[config.mk]
export PLATFORM = sky130hd
export DESIGN_NAME = ttb_div
export DESIGN_NICKNAME = d
export VERILOG_FILES = /design/src/design/ttb_pkg.sv /design/src/design/ttb_div.sv
export SDC_FILE = /design/constraint.sdc
export NUM_CORES = 2
export LEC_CHECK = 0
export BUFFER_PORTS_ARGS = -buffer_cell sky130_fd_sc_hd__buf_2
export CORE_MARGIN = 2
export CORE_UTILIZATION = 55
export CTS_CLUSTER_DIAMETER = 50
export CTS_CLUSTER_SIZE = 24
export DETAILED_ROUTE_END_ITERATION = 12
export GPL_ROUTABILITY_DRIVEN = 0
export GPL_TIMING_DRIVEN = 0
export PLACE_DENSITY = 0.73
export SYNTH_ARGS = -nofsm -noshare
export SYNTH_HDL_FRONTEND = slang
export SYNTH_MEMORY_MAX_BITS = 65536
export SYNTH_SLANG_ARGS = --single-unit
[constraint.sdc]
create_clock -name clk -period 3.9 [get_ports clk]
set_input_delay 0.195 -clock clk [delete_from_list [all_inputs] [get_ports clk]]
set_output_delay 0.195 -clock clk [all_outputs]
set_load 0.1 [all_outputs]
[src/design/ttb_pkg.sv]
// shared widths, constants and helpers for the triangle tangent/bitangent block
`default_nettype none
package ttb_pkg;
    localparam int FIELD_W      = 16;
    localparam int DELTA_W      = 17;
    localparam int PROD_W       = 2 * DELTA_W;
    localparam int NUM_W        = PROD_W + 1;
    localparam int FRAC_SHIFT   = 20;
    localparam int QUOT_BITS    = 31;
    localparam int RES_W        = QUOT_BITS + 1;
    localparam int HEAD_SHIFT   = QUOT_BITS - FRAC_SHIFT;
    localparam int FRONT_STAGES = 3;
    localparam int DIV_STAGES   = QUOT_BITS + 1;
    localparam int PIPE_STAGES  = FRONT_STAGES + DIV_STAGES;

    localparam logic [RES_W-1:0] SAT_POS = {1'b0, {QUOT_BITS{1'b1}}};
    localparam logic [RES_W-1:0] SAT_NEG = {1'b1, {QUOT_BITS{1'b0}}};

    function automatic logic signed [DELTA_W-1:0] field_diff(
        input logic [FIELD_W-1:0] from_v,
        input logic [FIELD_W-1:0] to_v
    );
        field_diff = $signed({to_v[FIELD_W-1], to_v}) - $signed({from_v[FIELD_W-1], from_v});
    endfunction

    function automatic logic signed [NUM_W-1:0] prod_diff(
        input logic signed [PROD_W-1:0] a,
        input logic signed [PROD_W-1:0] b
    );
        prod_diff = $signed({a[PROD_W-1], a}) - $signed({b[PROD_W-1], b});
    endfunction
endpackage
`default_nettype wire

[src/design/ttb_div.sv]
// pipelined restoring divider, setup stage then one quotient bit per stage, saturated q12.20 result
`default_nettype none
module ttb_div
    import ttb_pkg::*;
(
    input  wire logic                    clk,
    input  wire logic                    en,
    input  wire logic signed [NUM_W-1:0] num,
    input  wire logic signed [NUM_W-1:0] den,
    output logic [RES_W-1:0]             quot
);
    logic [NUM_W-1:0]     d_reg    [DIV_STAGES];
    logic [NUM_W-1:0]     r_reg    [DIV_STAGES];
    logic [QUOT_BITS-1:0] tail_reg [DIV_STAGES];
    logic [QUOT_BITS-1:0] q_reg    [DIV_STAGES];
    logic                 neg_reg  [DIV_STAGES];
    logic                 ovf_reg  [DIV_STAGES];

    logic [NUM_W-1:0]     n_mag;
    logic [NUM_W-1:0]     d_mag;
    logic [QUOT_BITS-1:0] q_last;

    assign n_mag = num[NUM_W-1] ? NUM_W'(-num) : NUM_W'(num);
    assign d_mag = den[NUM_W-1] ? NUM_W'(-den) : NUM_W'(den);

    always_ff @(posedge clk)
    begin
        if (en)
        begin
            d_reg[0]    <= d_mag;
            r_reg[0]    <= NUM_W'(n_mag >> HEAD_SHIFT);
            tail_reg[0] <= {n_mag[HEAD_SHIFT-1:0], {FRAC_SHIFT{1'b0}}};
            q_reg[0]    <= '0;
            neg_reg[0]  <= num[NUM_W-1] ^ den[NUM_W-1];
            ovf_reg[0]  <= ({{HEAD_SHIFT{1'b0}}, n_mag} >= {d_mag, {HEAD_SHIFT{1'b0}}});
        end
    end

    for (genvar k = 0; k < QUOT_BITS; k++)
    begin : g_step
        logic [NUM_W:0] trial;
        logic [NUM_W:0] diff;
        logic           take;

        assign trial = {r_reg[k], tail_reg[k][QUOT_BITS-1]};
        assign diff  = trial - {1'b0, d_reg[k]};
        assign take  = (trial >= {1'b0, d_reg[k]});

        always_ff @(posedge clk)
        begin
            if (en)
            begin
                d_reg[k+1]    <= d_reg[k];
                r_reg[k+1]    <= take ? diff[NUM_W-1:0] : trial[NUM_W-1:0];
                tail_reg[k+1] <= {tail_reg[k][QUOT_BITS-2:0], 1'b0};
                q_reg[k+1]    <= {q_reg[k][QUOT_BITS-2:0], take};
                neg_reg[k+1]  <= neg_reg[k];
                ovf_reg[k+1]  <= ovf_reg[k];
            end
        end
    end

    assign q_last = q_reg[DIV_STAGES-1];

    always_comb
    begin
        if (ovf_reg[DIV_STAGES-1])
            quot = neg_reg[DIV_STAGES-1] ? SAT_NEG : SAT_POS;
        else if (neg_reg[DIV_STAGES-1])
            quot = RES_W'(-{1'b0, q_last});
        else
            quot = {1'b0, q_last};
    end
endmodule
`default_nettype wire

---- After elaboration in Yosys (flattened, before gate mapping) ----
Memory sizes are Yosys's and may differ from the RTL's.
Cells that the tools add are included.
operators by class
  add/subtract/negate cells ............... 34
  multiplexer cells ....................... 38
  bitwise operators ....................... 1
  order comparisons ....................... 32
operators by type and width
  cell                            count
  two-way mux 35 bit              33
  >= comparator 36 x 35 -> 1 bit  31
  subtractor 35 bit               31
  two-way mux 32 bit              3
  negator 35 bit                  2
  >= comparator 35 x 46 -> 1 bit  1
  negator 31 -> 32 bit            1
  two-way mux 1 bit               2
  XOR 1 bit                       1
word-level totals
  memories ................................ 6
  bits of input ports ..................... 72
  output and inout bits ................... 32
  logic and storage cells ................. 111
  bits in writable memories ............... 4256
  register bits after elaboration ......... 0
memories
  memory    words  bits a word  read ports  clocked after memory_dff  wr ports  RTL line       text
  d_reg     32     35           31          0                         32        ttb_div.sv:12  logic [NUM_W-1:0] d_reg [DIV_STAGES];
  r_reg     32     35           31          0                         32        ttb_div.sv:13  logic [NUM_W-1:0] r_reg [DIV_STAGES];
  q_reg     32     31           32          0                         32        ttb_div.sv:15  logic [QUOT_BITS-1:0] q_reg [DIV_STAGES];
  tail_reg  32     30           31          0                         32        ttb_div.sv:14  logic [QUOT_BITS-1:0] tail_reg [DIV_STAGES];
  neg_reg   32     1            32          0                         32        ttb_div.sv:16  logic neg_reg [DIV_STAGES];
  ovf_reg   32     1            32          0                         32        ttb_div.sv:17  logic ovf_reg [DIV_STAGES];

---- Depth between registers and ports, before layout ----
An unclocked memory read counts as a cell.
  word-level depth ........................ 4
  gate-level depth with buffers ........... 19
  gate-level depth less buffers ........... 19

---- Worst setup path after synthesis ----
Ideal clock, no wire load.
  path type ............................... register to output
  from .................................... memory q_reg[31][0] (netlist: q_reg[3][217])
  to ...................................... output port quot[30]
  required time ........................... 3705 ps
  setup slack ............................. -683 ps
  data arrival time ....................... 4388 ps
  stages on the path, launching flop included .. 14
  buffers on the path ..................... 0
  cell sequence ........................... edfxtp_1 inv_1 ha_1 nor3b_2 nand2_1 nor3_1 nand3b_1 or4_1 nor3_1 nand3b_1 or3_1 nor3_1 mux2i_1 o22ai_1
RTL lines
  item         RTL line       text
  from (decl)  ttb_div.sv:15
  to (decl)    ttb_div.sv:10  output logic [RES_W-1:0] quot

==> run metrics <==
status finished, violations left; violated checks negative setup slack; total die area between 200000 and 300000 µm²; max_cap viols 0; GR Util All Layers 0.261; # DRC 0; Max Slew Vio Count 0; Crit. End Element output pin; CTS H-tree depth 5; Routed Antenna Nets 0; Worst Tran Pin Value 1400 ps; Top FF cell, synth edfxtp_1; Util after Layout 0.640; r2r setup slk -270 ps; metal2 WL 186 mm; CTS clk-pin slew, worst paths 80 ps; P&R area growth vs syn 15.9%; Non-Filler Instances around 18000; met3 WL post-DR about 28 mm; Critical Path AT roughly 4500 ps; final setup TNS -23540 ps; cell total after placement 17415; Final Cycle Share 1.20; WL/cell 21.3 µm; Power Total ~150 mW; Seq/Total Area, Yosys 0.543; core footprint 279000 µm²; max reg flops ~1100; IO buf count about 100; post-synthesis async set-or-reset flop share 0; Met1 Routed Length between 150 and 200 mm; Nets between 15000 and 20000; Syn Area/Cell ~11 µm²; drt via density approximately 5.9; First DRT Iteration DRCs approximately 12000; Detailed Place HPWL between 200 and 300 mm; type of origin of the critical path flip-flop; post-route cell area about 180000 µm²; Leak 73.0 nW; TritonCTS clock tree yes; Syn Nets roughly 15000; Min Hold Slack about 190 ps; WS Path Type reg2out; via count 109313; Die Ht 533 µm; clock sinks ~2800; Initial Util 0.552; Synthesis Warnings 0; Setup Slack @ Placement -2270 ps; Final Setup Violations around 180; layout cells sized above 1 0.137; largest net degree at the start of global routing roughly 190; number of synthesized flops with an enable pin between 2000 and 3000; Seq cells post-synth about 2800; worst-path fanout max 3; CTS Buf Count ~300; worst setup slack after layout -789 ps; VDD IR max 0.463 mV; count of different cell masters after synthesis between 90 and 100; Die X 533 µm; antenna violations before repair 24; total wire length approximately 390 mm; worst skew pair latency between 900 and 1000 ps; vias in the first global route ~100k; 1st-pass router iterations 8; Final min period about 4700 ps; FP Rows a little under 200; Clock Path Buffers 4; Worst Skew roughly 100 ps; final hold violations 0; grt ovf 0; Post-Syn Area ~150000 µm²; worst hold path class in2reg; Pwr per Cell Area 838 nW/µm²; CP required ~3700 ps; RSZ-0062 raised after global routing true; max_slew headroom 0.0557; Ports roughly 100; Root Driver clkbuf_16; cell count after synthesis around 14000; Placed Area approximately 160000 µm²; Fmax achieved between 0.2 and 0.25 GHz; uppermost layer routed met5; global-route wire length before repair 584 mm
[layer usage]
metal / GRT usage / up-vias
met1: 0.343 / 52768
met5: 0.00300 / -
met3: 0.0407 / 921
met4: 0.112 / 16
met2: 0.430 / 4135
li1: - / 51473
[timing repair]
action                                  in CTS  in global routing
setup buffers                              131                123
hold buffers                               126                  0
gates cloned                                11                 11
endpoints found under the setup margin    1088               1327
hold endpoints to repair                   189                  0
pin swaps                                   98                185
gates resized for setup                    660                694
[worst max-delay path, stage by stage (launching register included)]
cell and delay, ps:
edfxtp_1 510, nor3_4 200, nand2_2 80, or3_4 370
nor3_4 110, nand2_1 90, or3_4 350, or3_4 370
or3b_4 420, or3_4 350, mux2i_1 300, o22ai_2 160
buf_12 230
[worst paths after layout]
| kind | startpoint | to | depth (start not counted) |
|---|---|---|---|
| min reg2reg | q_reg[3][21] | q_reg[3][53] | 0 |
| min | num[9] | r_reg[0][6] | 5 |
| max | q_reg[3][218] | quot[29] | 12 |
| max reg2reg | tail_reg[2][89] | r_reg[1][134] | 16 |
[report_power, final]
group / total (mW) / switching, mW / internal, mW / leakage, nW
combinational: 70.7 / 39.9 / 30.8 / 40.6
sequential: 48.6 / 4.86 / 43.8 / 27.3
clock: 30.2 / 13.7 / 16.5 / 5.11
total: 150 / 58.5 / 91.0 / 73.0
[synthesized netlist by cell type (all sizes together), types with 175 or more instances]
| master | number | area, µm² |
|---|---|---|
| clkbuf | 242 | 908 |
| a21oi | 1038 | 5190 |
| xnor2 | 547 | 4790 |
| o21ai | 987 | 4940 |
| xor2 | 369 | 3230 |
| nor2b | 175 | 1090 |
| a21o | 557 | 4180 |
| nand3 | 201 | 1010 |
| nand2b | 184 | 1150 |
| mux2 | 351 | 4050 |
| nor2 | 708 | 2660 |
| inv | 1406 | 5280 |
| ha | 1102 | 13800 |
| nor3 | 175 | 881 |
| edfxtp | 2785 | 83600 |
| nand2 | 1006 | 3780 |
[cells by family (layout without fill, tap and decap cells)]
logic type               count (synthesis)  after routing  share of synthesized area
flip-flops                            2785           2785                      0.543
AO/OA/AOI/OAI                         3604           3604                      0.146
XOR/XNOR                               916            916                     0.0521
other                                    0             68                          0
adder cells (fa/ha/maj)               1132           1132                     0.0935
multiplexers                           393            393                     0.0290
buffers and inverters                 1706           2743                     0.0421
AND/OR/NAND/NOR                       3037           3037                     0.0942
[final cells by class]
| class | count | area [µm²] |
|---|---|---|
| buffer | 272 | 1940 |
| clock inverter | 246 | 3110 |
| multi-input combinational | 9082 | 67100 |
| antenna | 68 | 170 |
| clock buffer | 308 | 7540 |
| sequential | 2785 | 83600 |
| tap | 3724 | 4660 |
| fill | 20722 | 100000 |
| inverter | 1407 | 5320 |
| timing repair buffer | 510 | 4990 |
[cells in the final DEF (no fill, tap or decap), types with 84 or more instances in the layout]
| cell type | n |
|---|---|
| a21o_1 | 557 |
| a21oi_1 | 959 |
| a31oi_1 | 87 |
| and3_1 | 109 |
| buf_2 | 103 |
| buf_4 | 211 |
| clkbuf_1 | 125 |
| clkbuf_16 | 313 |
| dlygate4sd3_1 | 125 |
| edfxtp_1 | 2785 |
| ha_1 | 1070 |
| inv_1 | 1390 |
| mux2_2 | 267 |
| mux2_4 | 84 |
| nand2_1 | 957 |
| nand2b_1 | 180 |
| nand3_1 | 194 |
| nand4_1 | 149 |
| nor2_1 | 680 |
| nor2b_1 | 171 |
| nor3_1 | 158 |
| o21a_1 | 138 |
| o21ai_0 | 854 |
| o21bai_1 | 126 |
| xnor2_1 | 547 |
| xor2_1 | 369 |
Note: power is estimated with default switching activity, not from simulation.
